### config.mk
export PLATFORM = sky130hd
export DESIGN_NAME = socks5_request_parser_top_flat
export DESIGN_NICKNAME = d
export VERILOG_FILES = /design/src/hdl/srp_pkg.sv /design/src/hdl/srp_req_if.sv /design/src/hdl/srp_rsp_if.sv /design/src/hdl/socks5_request_parser_top.sv /design/src/hdl/srp_core.sv /design/src/flat_wrapper.sv
export SDC_FILE = /design/constraint.sdc
export NUM_CORES = 1
export LEC_CHECK = 0
export BUFFER_PORTS_ARGS = -buffer_cell sky130_fd_sc_hd__buf_2
export CAP_MARGIN = 20
export CORE_MARGIN = 10
export CORE_UTILIZATION = 45
export CTS_BUF_LIST = sky130_fd_sc_hd__clkbuf_4 sky130_fd_sc_hd__clkbuf_8
export DETAILED_ROUTE_END_ITERATION = 12
export PLACE_DENSITY_LB_ADDON = 0.1
export SETUP_SLACK_MARGIN = 0.1
export SLEW_MARGIN = 0
export SYNTH_ARGS = -nofsm -noshare
export SYNTH_HDL_FRONTEND = slang
export SYNTH_SLANG_ARGS = --single-unit
### constraint.sdc
create_clock -name clk -period 8 [get_ports clk]
set_clock_uncertainty 0.05 [all_clocks]
set_input_delay 1.2 -clock clk [delete_from_list [all_inputs] [get_ports clk]]
set_output_delay 1.2 -clock clk [all_outputs]
set_load 0.05 [all_outputs]
### src/hdl/srp_pkg.sv
package srp_pkg;

	// input kinds
	localparam logic KIND_DATA    = 1'b0;
	localparam logic KIND_RESTART = 1'b1;

	// protocol constants
	localparam logic [7:0] VERSION_5   = 8'h05;
	localparam logic [7:0] CMD_MIN     = 8'h01;
	localparam logic [7:0] CMD_MAX     = 8'h03;
	localparam logic [7:0] RSV_VALUE   = 8'h00;
	localparam logic [7:0] ATYP_IPV4   = 8'h01;
	localparam logic [7:0] ATYP_DOMAIN = 8'h03;
	localparam logic [7:0] ATYP_IPV6   = 8'h04;
	localparam logic [7:0] IPV4_LEN    = 8'd4;
	localparam logic [7:0] IPV6_LEN    = 8'd16;
	localparam logic [7:0] MAX_INDEX   = 8'd255;
	localparam logic [7:0] ZERO_BYTE   = 8'h00;

	// parser phases, numbered in field order
	typedef enum logic [3:0] {
		PH_VERSION = 4'd0,
		PH_CMD     = 4'd1,
		PH_RSV     = 4'd2,
		PH_ATYP    = 4'd3,
		PH_IPV4    = 4'd4,
		PH_IPV6    = 4'd5,
		PH_DLEN    = 4'd6,
		PH_DOMAIN  = 4'd7,
		PH_PORT    = 4'd8,
		PH_DONE    = 4'd9,
		PH_ERROR   = 4'd10
	} phase_t;

	typedef enum logic [1:0] {
		ST_BUSY  = 2'd0,
		ST_DONE  = 2'd1,
		ST_ERROR = 2'd2
	} status_t;

	typedef struct packed {
		logic       kind;
		logic [7:0] data_byte;
	} req_t;

	typedef struct packed {
		logic        consumed;
		status_t     status;
		phase_t      phase;
		logic [1:0]  command;
		logic [7:0]  address_type;
		logic        addr_valid;
		logic [7:0]  addr_byte;
		logic [7:0]  addr_index;
		logic [7:0]  domain_length;
		logic [15:0] dst_port;
	} rsp_t;

endpackage

### src/hdl/srp_req_if.sv
interface srp_req_if;
	logic          valid;
	logic          ready;
	srp_pkg::req_t payload;

	modport source(output valid, output payload, input ready);
	modport sink(input valid, input payload, output ready);
endinterface

### src/hdl/srp_rsp_if.sv
interface srp_rsp_if;
	logic          valid;
	logic          ready;
	srp_pkg::rsp_t payload;

	modport source(output valid, output payload, input ready);
	modport sink(input valid, input payload, output ready);
endinterface

### src/hdl/socks5_request_parser_top.sv
// SOCKS5 request parser.
// req channel: one request byte per request (kind = data) or a restart
//   (kind = restart) that returns the parser to the version phase.
// rsp channel: exactly one result per request: consumed flag, status,
//   phase, command, address type, the address byte with its index when
//   the byte belonged to the destination address, domain length and port.
// Registers: one input register, then one result register; a request's
//   result is loaded into the result register when the pipeline advances.
// Throughput: one request per cycle unless rsp stalls; the phase update
//   is a single level of decode between the input and result registers.
// Reset (arst_n low) clears the valid bits of both register stages and
//   returns the parser to the version phase with all fields zero.
// When rsp is stalled the result register holds; the input register still
//   takes one more request, after which req.ready drops until rsp moves.
module socks5_request_parser_top (
	input logic      clk,
	input logic      arst_n,
	srp_req_if.sink  req,
	srp_rsp_if.source rsp
);

	logic          vld_s1;
	srp_pkg::req_t req_s1;
	logic          vld_s2;
	srp_pkg::rsp_t rsp_s2;
	srp_pkg::rsp_t rsp_d;
	logic          advance;

	// pipeline moves when the result register is free or being drained
	assign advance   = vld_s1 && (!vld_s2 || rsp.ready);
	assign req.ready = !vld_s1 || advance;

	srp_core u_core (
		.clk    (clk),
		.arst_n (arst_n),
		.step   (advance),
		.req    (req_s1),
		.rsp    (rsp_d)
	);

	// valid bits
	always_ff @(posedge clk or negedge arst_n) begin
		if (!arst_n) begin
			vld_s1 <= 1'b0;
			vld_s2 <= 1'b0;
		end else begin
			if (req.ready)
				vld_s1 <= req.valid;
			if (advance)
				vld_s2 <= 1'b1;
			else if (rsp.ready)
				vld_s2 <= 1'b0;
		end
	end

	// payload registers
	always_ff @(posedge clk) begin
		if (req.valid && req.ready)
			req_s1 <= req.payload;
		if (advance)
			rsp_s2 <= rsp_d;
	end

	assign rsp.valid   = vld_s2;
	assign rsp.payload = rsp_s2;

`ifndef SYNTHESIS
	a_advance_fills: assert property (@(posedge clk) disable iff (!arst_n)
		advance |=> vld_s2)
		else $error("result register not loaded after advance");

	a_restart_result: assert property (@(posedge clk) disable iff (!arst_n)
		(advance && req_s1.kind == srp_pkg::KIND_RESTART) |=>
		(rsp_s2.phase == srp_pkg::PH_VERSION && !rsp_s2.consumed))
		else $error("restart did not return parser to version phase");

	a_addr_phase: assert property (@(posedge clk) disable iff (!arst_n)
		(vld_s2 && rsp_s2.addr_valid) |->
		(rsp_s2.phase == srp_pkg::PH_IPV4 || rsp_s2.phase == srp_pkg::PH_IPV6 ||
		 rsp_s2.phase == srp_pkg::PH_DOMAIN || rsp_s2.phase == srp_pkg::PH_PORT))
		else $error("address byte flagged outside address phases");

	a_done_status: assert property (@(posedge clk) disable iff (!arst_n)
		(vld_s2 && rsp_s2.status == srp_pkg::ST_DONE) |->
		(rsp_s2.phase == srp_pkg::PH_DONE && rsp_s2.command != 2'd0))
		else $error("complete status without done phase and command");
`endif

endmodule

### src/hdl/srp_core.sv
module srp_core (
	input  logic          clk,
	input  logic          arst_n,
	input  logic          step,
	input  srp_pkg::req_t req,
	output srp_pkg::rsp_t rsp
);

	srp_pkg::phase_t phase_q, phase_d;
	logic [1:0]  cmd_q, cmd_d;
	logic [7:0]  atyp_q, atyp_d;
	logic [7:0]  cnt_q, cnt_d;
	logic [7:0]  dlen_q, dlen_d;
	logic [15:0] port_q, port_d;
	logic        half_q, half_d;

	logic        consumed;
	logic        addr_valid;
	logic [7:0]  addr_byte;
	logic [7:0]  addr_index;
	logic [7:0]  cnt_inc;
	logic [7:0]  b;

	assign b       = req.data_byte;
	assign cnt_inc = cnt_q + 8'd1;

	// next state for one request byte
	always_comb begin
		phase_d    = phase_q;
		cmd_d      = cmd_q;
		atyp_d     = atyp_q;
		cnt_d      = cnt_q;
		dlen_d     = dlen_q;
		port_d     = port_q;
		half_d     = half_q;
		consumed   = 1'b0;
		addr_valid = 1'b0;
		addr_byte  = srp_pkg::ZERO_BYTE;
		addr_index = srp_pkg::ZERO_BYTE;
		if (req.kind == srp_pkg::KIND_RESTART) begin
			phase_d = srp_pkg::PH_VERSION;
			cmd_d   = 2'd0;
			atyp_d  = srp_pkg::ZERO_BYTE;
			cnt_d   = srp_pkg::ZERO_BYTE;
			dlen_d  = srp_pkg::ZERO_BYTE;
			port_d  = 16'd0;
			half_d  = 1'b0;
		end else if (phase_q != srp_pkg::PH_DONE && phase_q != srp_pkg::PH_ERROR) begin
			consumed = 1'b1;
			unique case (phase_q)
				srp_pkg::PH_VERSION: begin
					phase_d = (b == srp_pkg::VERSION_5) ? srp_pkg::PH_CMD : srp_pkg::PH_ERROR;
				end
				srp_pkg::PH_CMD: begin
					if (b >= srp_pkg::CMD_MIN && b <= srp_pkg::CMD_MAX) begin
						cmd_d   = b[1:0];
						phase_d = srp_pkg::PH_RSV;
					end else begin
						phase_d = srp_pkg::PH_ERROR;
					end
				end
				srp_pkg::PH_RSV: begin
					// a bad reserved byte is left in the stream
					if (b != srp_pkg::RSV_VALUE) begin
						consumed = 1'b0;
						phase_d  = srp_pkg::PH_ERROR;
					end else begin
						phase_d = srp_pkg::PH_ATYP;
					end
				end
				srp_pkg::PH_ATYP: begin
					atyp_d = b;
					cnt_d  = srp_pkg::ZERO_BYTE;
					if (b == srp_pkg::ATYP_IPV4)
						phase_d = srp_pkg::PH_IPV4;
					else if (b == srp_pkg::ATYP_IPV6)
						phase_d = srp_pkg::PH_IPV6;
					else if (b == srp_pkg::ATYP_DOMAIN)
						phase_d = srp_pkg::PH_DLEN;
					else
						phase_d = srp_pkg::PH_ERROR;
				end
				srp_pkg::PH_IPV4: begin
					addr_valid = 1'b1;
					addr_byte  = b;
					addr_index = cnt_q;
					cnt_d      = cnt_inc;
					if (cnt_inc >= srp_pkg::IPV4_LEN) begin
						half_d  = 1'b0;
						phase_d = srp_pkg::PH_PORT;
					end
				end
				srp_pkg::PH_IPV6: begin
					addr_valid = 1'b1;
					addr_byte  = b;
					addr_index = cnt_q;
					cnt_d      = cnt_inc;
					if (cnt_inc >= srp_pkg::IPV6_LEN) begin
						half_d  = 1'b0;
						phase_d = srp_pkg::PH_PORT;
					end
				end
				srp_pkg::PH_DLEN: begin
					dlen_d = b;
					if (b == srp_pkg::ZERO_BYTE) begin
						phase_d = srp_pkg::PH_ERROR;
					end else begin
						cnt_d   = srp_pkg::ZERO_BYTE;
						phase_d = srp_pkg::PH_DOMAIN;
					end
				end
				srp_pkg::PH_DOMAIN: begin
					if (cnt_q < dlen_q && cnt_q < srp_pkg::MAX_INDEX) begin
						addr_valid = 1'b1;
						addr_byte  = b;
						addr_index = cnt_q;
						cnt_d      = cnt_inc;
						if (cnt_inc >= dlen_q) begin
							half_d  = 1'b0;
							phase_d = srp_pkg::PH_PORT;
						end
					end else begin
						consumed = 1'b0;
						phase_d  = srp_pkg::PH_ERROR;
					end
				end
				srp_pkg::PH_PORT: begin
					// high byte first
					if (!half_q) begin
						port_d = {b, 8'h00};
						half_d = 1'b1;
					end else begin
						port_d  = {port_q[15:8], port_q[7:0] | b};
						phase_d = srp_pkg::PH_DONE;
					end
				end
				default: begin
					consumed = 1'b0;
					phase_d  = srp_pkg::PH_ERROR;
				end
			endcase
		end
	end

	// result built from the updated state
	always_comb begin
		rsp.consumed      = consumed;
		rsp.status        = (phase_d == srp_pkg::PH_DONE)  ? srp_pkg::ST_DONE :
		                    (phase_d == srp_pkg::PH_ERROR) ? srp_pkg::ST_ERROR :
		                                                     srp_pkg::ST_BUSY;
		rsp.phase         = phase_d;
		rsp.command       = cmd_d;
		rsp.address_type  = atyp_d;
		rsp.addr_valid    = addr_valid;
		rsp.addr_byte     = addr_byte;
		rsp.addr_index    = addr_index;
		rsp.domain_length = (atyp_d == srp_pkg::ATYP_DOMAIN) ? dlen_d : srp_pkg::ZERO_BYTE;
		rsp.dst_port      = port_d;
	end

	// parser state
	always_ff @(posedge clk or negedge arst_n) begin
		if (!arst_n) begin
			phase_q <= srp_pkg::PH_VERSION;
			cmd_q   <= 2'd0;
			atyp_q  <= srp_pkg::ZERO_BYTE;
			cnt_q   <= srp_pkg::ZERO_BYTE;
			dlen_q  <= srp_pkg::ZERO_BYTE;
			port_q  <= 16'd0;
			half_q  <= 1'b0;
		end else if (step) begin
			phase_q <= phase_d;
			cmd_q   <= cmd_d;
			atyp_q  <= atyp_d;
			cnt_q   <= cnt_d;
			dlen_q  <= dlen_d;
			port_q  <= port_d;
			half_q  <= half_d;
		end
	end

endmodule
### src/flat_wrapper.sv
// flat-port wrapper written by rule: the top's interface ports become plain ports
module socks5_request_parser_top_flat 
  (clk, arst_n, req_valid, req_payload, req_ready, rsp_valid, rsp_payload, rsp_ready);
  srp_req_if req_i ();
  srp_rsp_if rsp_i ();
  input logic clk;
  input logic arst_n;
  input wire logic [$bits(req_i.valid)-1:0] req_valid;
  input wire logic [$bits(req_i.payload)-1:0] req_payload;
  output wire logic [$bits(req_i.ready)-1:0] req_ready;
  output wire logic [$bits(rsp_i.valid)-1:0] rsp_valid;
  output wire logic [$bits(rsp_i.payload)-1:0] rsp_payload;
  input wire logic [$bits(rsp_i.ready)-1:0] rsp_ready;
  assign req_i.valid = req_valid;
  assign req_i.payload = req_payload;
  assign req_ready = req_i.ready;
  assign rsp_valid = rsp_i.valid;
  assign rsp_payload = rsp_i.payload;
  assign rsp_i.ready = rsp_ready;
  socks5_request_parser_top u_core (.clk(clk), .arst_n(arst_n), .req(req_i), .rsp(rsp_i));
endmodule
== Word-level counts from Yosys, hierarchy flattened ==
Cells that the tools add are included.
Operators by class
  $add $sub $neg: 1
  magnitude comparators: 7
  equality and inequality tests: 22
  mux-type cells: 52
  bitwise operators: 2
  reductions and logical operators: 21
Operators by type and width (number)
  $mux W8: 12
  $mux W16: 4
  $mux W4: 14
  $pmux W4 S9: 1
  $pmux W8 S2: 2
  $pmux W8 S4: 1
  $eq A4 B3 Y1 const B: 4
  $eq A8 B2 Y1 const B: 2
  $eq A8 B3 Y1 const B: 2
  $ne A3 B2 Y1 const B: 5
  $eq A4 B4 Y1 const B: 3
  $mux W1: 10
  $mux W2: 5
  $reduce_bool A5 Y1: 2
  $add A8 B1 Y8 const B: 1
  $eq A4 B2 Y1 const B: 2
  $eq A8 B1 Y1 const B: 1
  $ge A8 B1 Y1 const B: 1
  $ge A8 B3 Y1 const B: 1
  $ge A8 B5 Y1 const B: 1
  $ge A8 B8 Y1: 1
  $le A8 B2 Y1 const B: 1
  $logic_not A8 Y1: 1
  $lt A8 B8 Y1: 1
  other kinds (18): 27
Word-level totals
  flip-flop bits (word level): 116
  bits of input ports: 13
  output and inout port bits: 60
  word-level logic and storage cells: 126

== Longest topological paths before layout ==
  depth in word-level cells: 9
  gate-level depth with buffers: 12
  gate-level depth less buffers: 11

== Hierarchy ==
A second synthesis with hierarchy kept.
Second synthesis, totals
  cell total of the unflattened synthesis: 519
  area, all modules: 5865.6 µm²
Modules (own cells, without submodules)
  srp_core: times used 1, cells an instance 444, area each 3749.8 µm², seq. area each 1176.1 µm²
  socks5_request_parser_top: times used 1, cells an instance 75, area each 2115.8 µm², seq. area each 2062.0 µm²

== Worst setup path after synthesis ==
Ideal clock, no wire load.
  path kind: input -> register
  start: input port rsp_ready
  end: register u_core.rsp_s2 (netlist bit u_core.rsp.payload[0]) (enable)
  library setup time: 0.445 ns
  arrival time: 3.418 ns
  required time: 7.505 ns
  setup slack: 4.087 ns
  stages on the path: 4
  buffers on the path: 1
  cell sequence: nand2b_1 nand2_1 clkinv_1 clkbuf_1
On the way
  cells in the longest elaborated chain, start to end: 2
Ends and longest elaborated chain
  start, declared: RTL line flat_wrapper.sv:13  | input wire logic [$bits(rsp_i.ready)-1:0] rsp_ready;
  $logic_or A1 B1 Y1: RTL line socks5_request_parser_top.sv:30  | assign advance = vld_s1 && (!vld_s2 || rsp.ready);
  $logic_and A1 B1 Y1: RTL line socks5_request_parser_top.sv:30
  net u_core.advance: RTL line socks5_request_parser_top.sv:27  | logic advance;
  end signal, assigned: RTL line socks5_request_parser_top.sv:61  | rsp_s2 <= rsp_d;
  end, declared: RTL line socks5_request_parser_top.sv:25  | srp_pkg::rsp_t rsp_s2;
The timed path passes the listed nets, and every way through them passes these cells.
A chain may end at the register's enable or synchronous reset.

==> flow_metrics.env <==
export IMPL_outcome="complete, no violations"
export IMPL_io_pins=73
export IMPL_drcViolationCount=0
export IMPL_dr_pass1_iters=6
export IMPL_startpoint_type="flip-flop"
export IMPL_viasPerCell=5.55
export IMPL_fp_dieH_um=134
export IMPL_cts_clk_slew_worst_paths_ps=70
export IMPL_syn_area_per_cell_um2=10.6
export IMPL_rows=41
export IMPL_leakagePower_uw=0.00274
export IMPL_number_of_storage_elements_in_the_synthesis_netlist=116
export IMPL_cts_htree_levels=4
export IMPL_synth_area_um2=5820
export IMPL_crit_path_start="u_core.u_core.cnt_q[0]$_DFFE_PN0P_"
export IMPL_drive_above_1_share_pct=20.7
export IMPL_slew_headroom_pct=33.2
export IMPL_hold_depth=2
export IMPL_cts_hold_buffers_added=0
export IMPL_worstSetupEndpoint="u_core.rsp.payload[51]$_DFFE_PP_"
export IMPL_cts_buffer_depth=2
export IMPL_final_max_slew_violation_count=0
export IMPL_antenna_found_initial=0
export IMPL_synthArstFlopShare_pct=42.2
export IMPL_worstPathRequired_ps=8130
export IMPL_crit_chain="ha_1, nand3_1, nor2_1, xor2_1, ha_1, nand4_1, o31ai_1, nor4b_1, o31a_1, or2_2"
export IMPL_cts_resized=0
export IMPL_setup_violations=0
export IMPL_grt_pass1_wl_um=22800
export IMPL_grt_start_max_net_pins=82
export IMPL_postPlaceCellArea_um2=6260
export IMPL_criticalPathCategory="reg -> reg"
export IMPL_critPathMostFrequentCell="sky130_fd_sc_hd__ha_1"
export IMPL_yosysSeqAreaShare_pct=55.6
export IMPL_timing_reg2reg_worst_path_depth=10
export IMPL_floorplan_initialDensity_pct=46.1
export IMPL_maxClockFrequency_ghz=0.292
export IMPL_hold_viol_final=0
export IMPL_final_nets=637
export IMPL_timing_max_cap_violations=0
export IMPL_drt_antenna_violating_nets=0
export IMPL_post_cts_buffers=0
export IMPL_core_area_um2=12600
export IMPL_utilization_pct=52.9
export IMPL_final_period_utilization_pct=42.8
export IMPL_worstSkewPairLatency_ps=440
export IMPL_design_die_area_um2=17900
export IMPL_detailroute_via_count=4388
export IMPL_clkSinkCount=116
export IMPL_critical_path_reg2reg_endpoint="u_core.rsp.payload[51]$_DFFE_PP_"
export IMPL_drt_iter0_markers=444
export IMPL_holdCritPathClass="reg -> reg"
export IMPL_wl_um=13900
export IMPL_postSynth_topFlopCell="sky130_fd_sc_hd__edfxtp_1"
export IMPL_ir_drop_uv=146
export IMPL_worst_slew_pin_transition_ps=1000
export IMPL_clock_tree_from_tritoncts="built"
export IMPL_arrival_time_at_the_worst_endpoint_ps=3550
export IMPL_critical_path_max_stage_delay_ps=550
export IMPL_gr_usage_all_layers_pct=15.9
export IMPL_timing_setup_tns_ps=0
export IMPL_grt_pass1_vias=4375
export IMPL_root_driver="sky130_fd_sc_hd__clkbuf_8"
export IMPL_final_area_um2=6680
export IMPL_setup_repair_after_global_routing_missed_its_margin="no"
export IMPL_critPathSlowestCell="sky130_fd_sc_hd__dfrtp_1"
export IMPL_worst_setup_slack_for_register_to_register_paths_ps=4580
export IMPL_synthCells=551
export IMPL_grt_overflow_total=0
export IMPL_flow_area_growth_from_synthesis_pct=14.8
export IMPL_antennaDiodeCount=0
export IMPL_synth_enable_flop_cells=67
export IMPL_wl_cell_um=17.5
export IMPL_cts_buffers_inserted=17
export IMPL_ys_warnings_count=0
export IMPL_die_x_um=134
export IMPL_numPortBuffers=72
export IMPL_endpoint_kind="flip-flop"
export IMPL_critical_path_peak_fanout=12
export IMPL_post_synth_num_cell_types=63
export IMPL_synth_nets=582
export IMPL_detailed_place_hpwl_um=9300
export IMPL_count_of_fill_cells_added_during_filler_insertion=1187
export IMPL_final_min_clock_period_ps=3420
export IMPL_place_gp_congestion=0.901
export IMPL_cellPowerDensity_nw_per_um2=264
export IMPL_worstReg2RegStart="u_core.u_core.cnt_q[0]$_DFFE_PN0P_"
==> cell usage after synthesis (9+ instances only) <==
master	instances	area, µm²
sky130_fd_sc_hd__o31ai_1	25	188
sky130_fd_sc_hd__and2_1	19	119
sky130_fd_sc_hd__a21oi_1	30	150
sky130_fd_sc_hd__inv_1	13	48.8
sky130_fd_sc_hd__clkbuf_1	32	120
sky130_fd_sc_hd__nand2_1	92	345
sky130_fd_sc_hd__dfrtp_1	49	1230
sky130_fd_sc_hd__edfxtp_1	67	2010
sky130_fd_sc_hd__o21ai_0	12	60.1
sky130_fd_sc_hd__mux2i_1	9	90.1
sky130_fd_sc_hd__a21boi_0	16	120
sky130_fd_sc_hd__o22ai_1	9	56.3
sky130_fd_sc_hd__ha_1	18	225
sky130_fd_sc_hd__nor2_1	41	154
==> cells by family after synthesis <==
logic type,after synthesis,synth area share [%]
adders and majority gates,18,3.87
AOI/OAI and AO/OA,129,15.4
muxes,13,2.32
DFF,116,55.6
and+or+nand+nor,212,17.7
buffers and inverters,56,4.04
xor gates and xnor gates,7,1.05
==> cell usage in the layout (no fill, tap or decap), types with 3 or more instances in the layout <==
cell                        Yosys  final
sky130_fd_sc_hd__buf_4          0      6
sky130_fd_sc_hd__clkbuf_8       0     17
sky130_fd_sc_hd__o22ai_1        9      9
sky130_fd_sc_hd__a21oi_1       30     30
sky130_fd_sc_hd__and2_1        19     19
sky130_fd_sc_hd__buf_2          8     72
sky130_fd_sc_hd__nand3_1        8      8
sky130_fd_sc_hd__clkbuf_4       0      4
sky130_fd_sc_hd__o41ai_1        3      3
sky130_fd_sc_hd__nor2_1        41     41
sky130_fd_sc_hd__o21ai_1        3      3
sky130_fd_sc_hd__clkinv_2       0      3
sky130_fd_sc_hd__mux2_2         4      4
sky130_fd_sc_hd__or2_2          3      3
sky130_fd_sc_hd__a21boi_0      16     16
sky130_fd_sc_hd__o21ai_0       12     12
sky130_fd_sc_hd__dfrtp_1       49     49
sky130_fd_sc_hd__nor4_1         3      3
sky130_fd_sc_hd__bufinv_16      0      4
sky130_fd_sc_hd__a221oi_1       4      4
sky130_fd_sc_hd__a22o_1         3      3
sky130_fd_sc_hd__nand2b_1       5      5
sky130_fd_sc_hd__xor2_1         5      5
sky130_fd_sc_hd__nor2b_1        6      6
sky130_fd_sc_hd__o21a_1         3      3
sky130_fd_sc_hd__edfxtp_1      67     67
sky130_fd_sc_hd__nand4_1        4      4
sky130_fd_sc_hd__o31ai_1       25     25
sky130_fd_sc_hd__inv_1         13     13
sky130_fd_sc_hd__ha_1          18     18
sky130_fd_sc_hd__nor3_1         8      8
sky130_fd_sc_hd__mux2i_1        9      9
sky130_fd_sc_hd__nand2_1       92     92
==> worst min-delay path by stage <==
stage | startpoint | to | slack [ps]
4_1_cts | u_core.u_core.port_q[15]$_DFFE_PN0P_ | u_core.u_core.port_q[15]$_DFFE_PN0P_ | 430
2_1_floorplan | u_core.u_core.atyp_q[6]$_DFFE_PN0P_ | u_core.u_core.atyp_q[6]$_DFFE_PN0P_ | 400
3_3_place_gp | u_core.u_core.atyp_q[6]$_DFFE_PN0P_ | u_core.u_core.atyp_q[6]$_DFFE_PN0P_ | 410
5_1_grt | u_core.u_core.port_q[15]$_DFFE_PN0P_ | u_core.u_core.port_q[15]$_DFFE_PN0P_ | 460
6_report | u_core.u_core.port_q[5]$_DFFE_PN0P_ | u_core.u_core.port_q[5]$_DFFE_PN0P_ | 430
3_5_place_dp | u_core.u_core.atyp_q[4]$_DFFE_PN0P_ | u_core.u_core.atyp_q[4]$_DFFE_PN0P_ | 410
==> through the flow <==
step / cells / hold WS [ps] / total power, µW / worst slack [ps]
final: 791 / 430 / 1760 / 4580
after floorplan: 551 / 396 / 1100 / 4090
after global routing: 791 / 457 / 1850 / 4290
after CTS: 791 / 430 / 1780 / 4630
after detailed placement: 759 / 413 / 1200 / 4610
after global placement: 759 / 408 / 1190 / 4720
==> worst max-delay path: cells and delay by family (launching register included) <==
kind	cells	cell delay (ps)
and+or+nand+nor	5	940
AOI/OAI and AO/OA	2	850
adders and majority gates	2	680
DFF	1	550
xor gates and xnor gates	1	110
==> power breakdown <==
group	switching [µW]	leakage, µW	internal [µW]	total [µW]
logic	286	0.00120	119	405
clock network	225	0.000216	349	574
registers	62.9	0.00132	718	781
==> routing by layer <==
metal  routed length [µm]  global-route usage (%)
met5                    0                       0
met4                  242                    5.74
met3                  957                    5.11
met2                 6530                    24.9
met1                 6150                    20.0
==> cell type report <==
cell class	count	area, µm²	share of cell area (%)
sequential	116	3240	48.5
multi-input combinational	379	2350	35.1
timing repair buffer	78	405	6.07
clock buffer	21	264	3.95
tap	172	215	3.22
clock inverter	11	159	2.38
inverter	14	52.6	0.787
==> flip-flops by register name, summed over array words and instances, names as in the netlist <==
name                   cells
u_core.rsp.payload        58
u_core.u_core.port_q      16
u_core.req_s1              9
u_core.u_core.atyp_q       8
u_core.u_core.cnt_q        8
u_core.u_core.dlen_q       8
u_core.u_core.phase_q      4
u_core.u_core.cmd_q        2
u_core.rsp.valid           1
u_core.u_core.half_q       1
u_core.vld_s1              1
(Power assumes the default switching activity.)
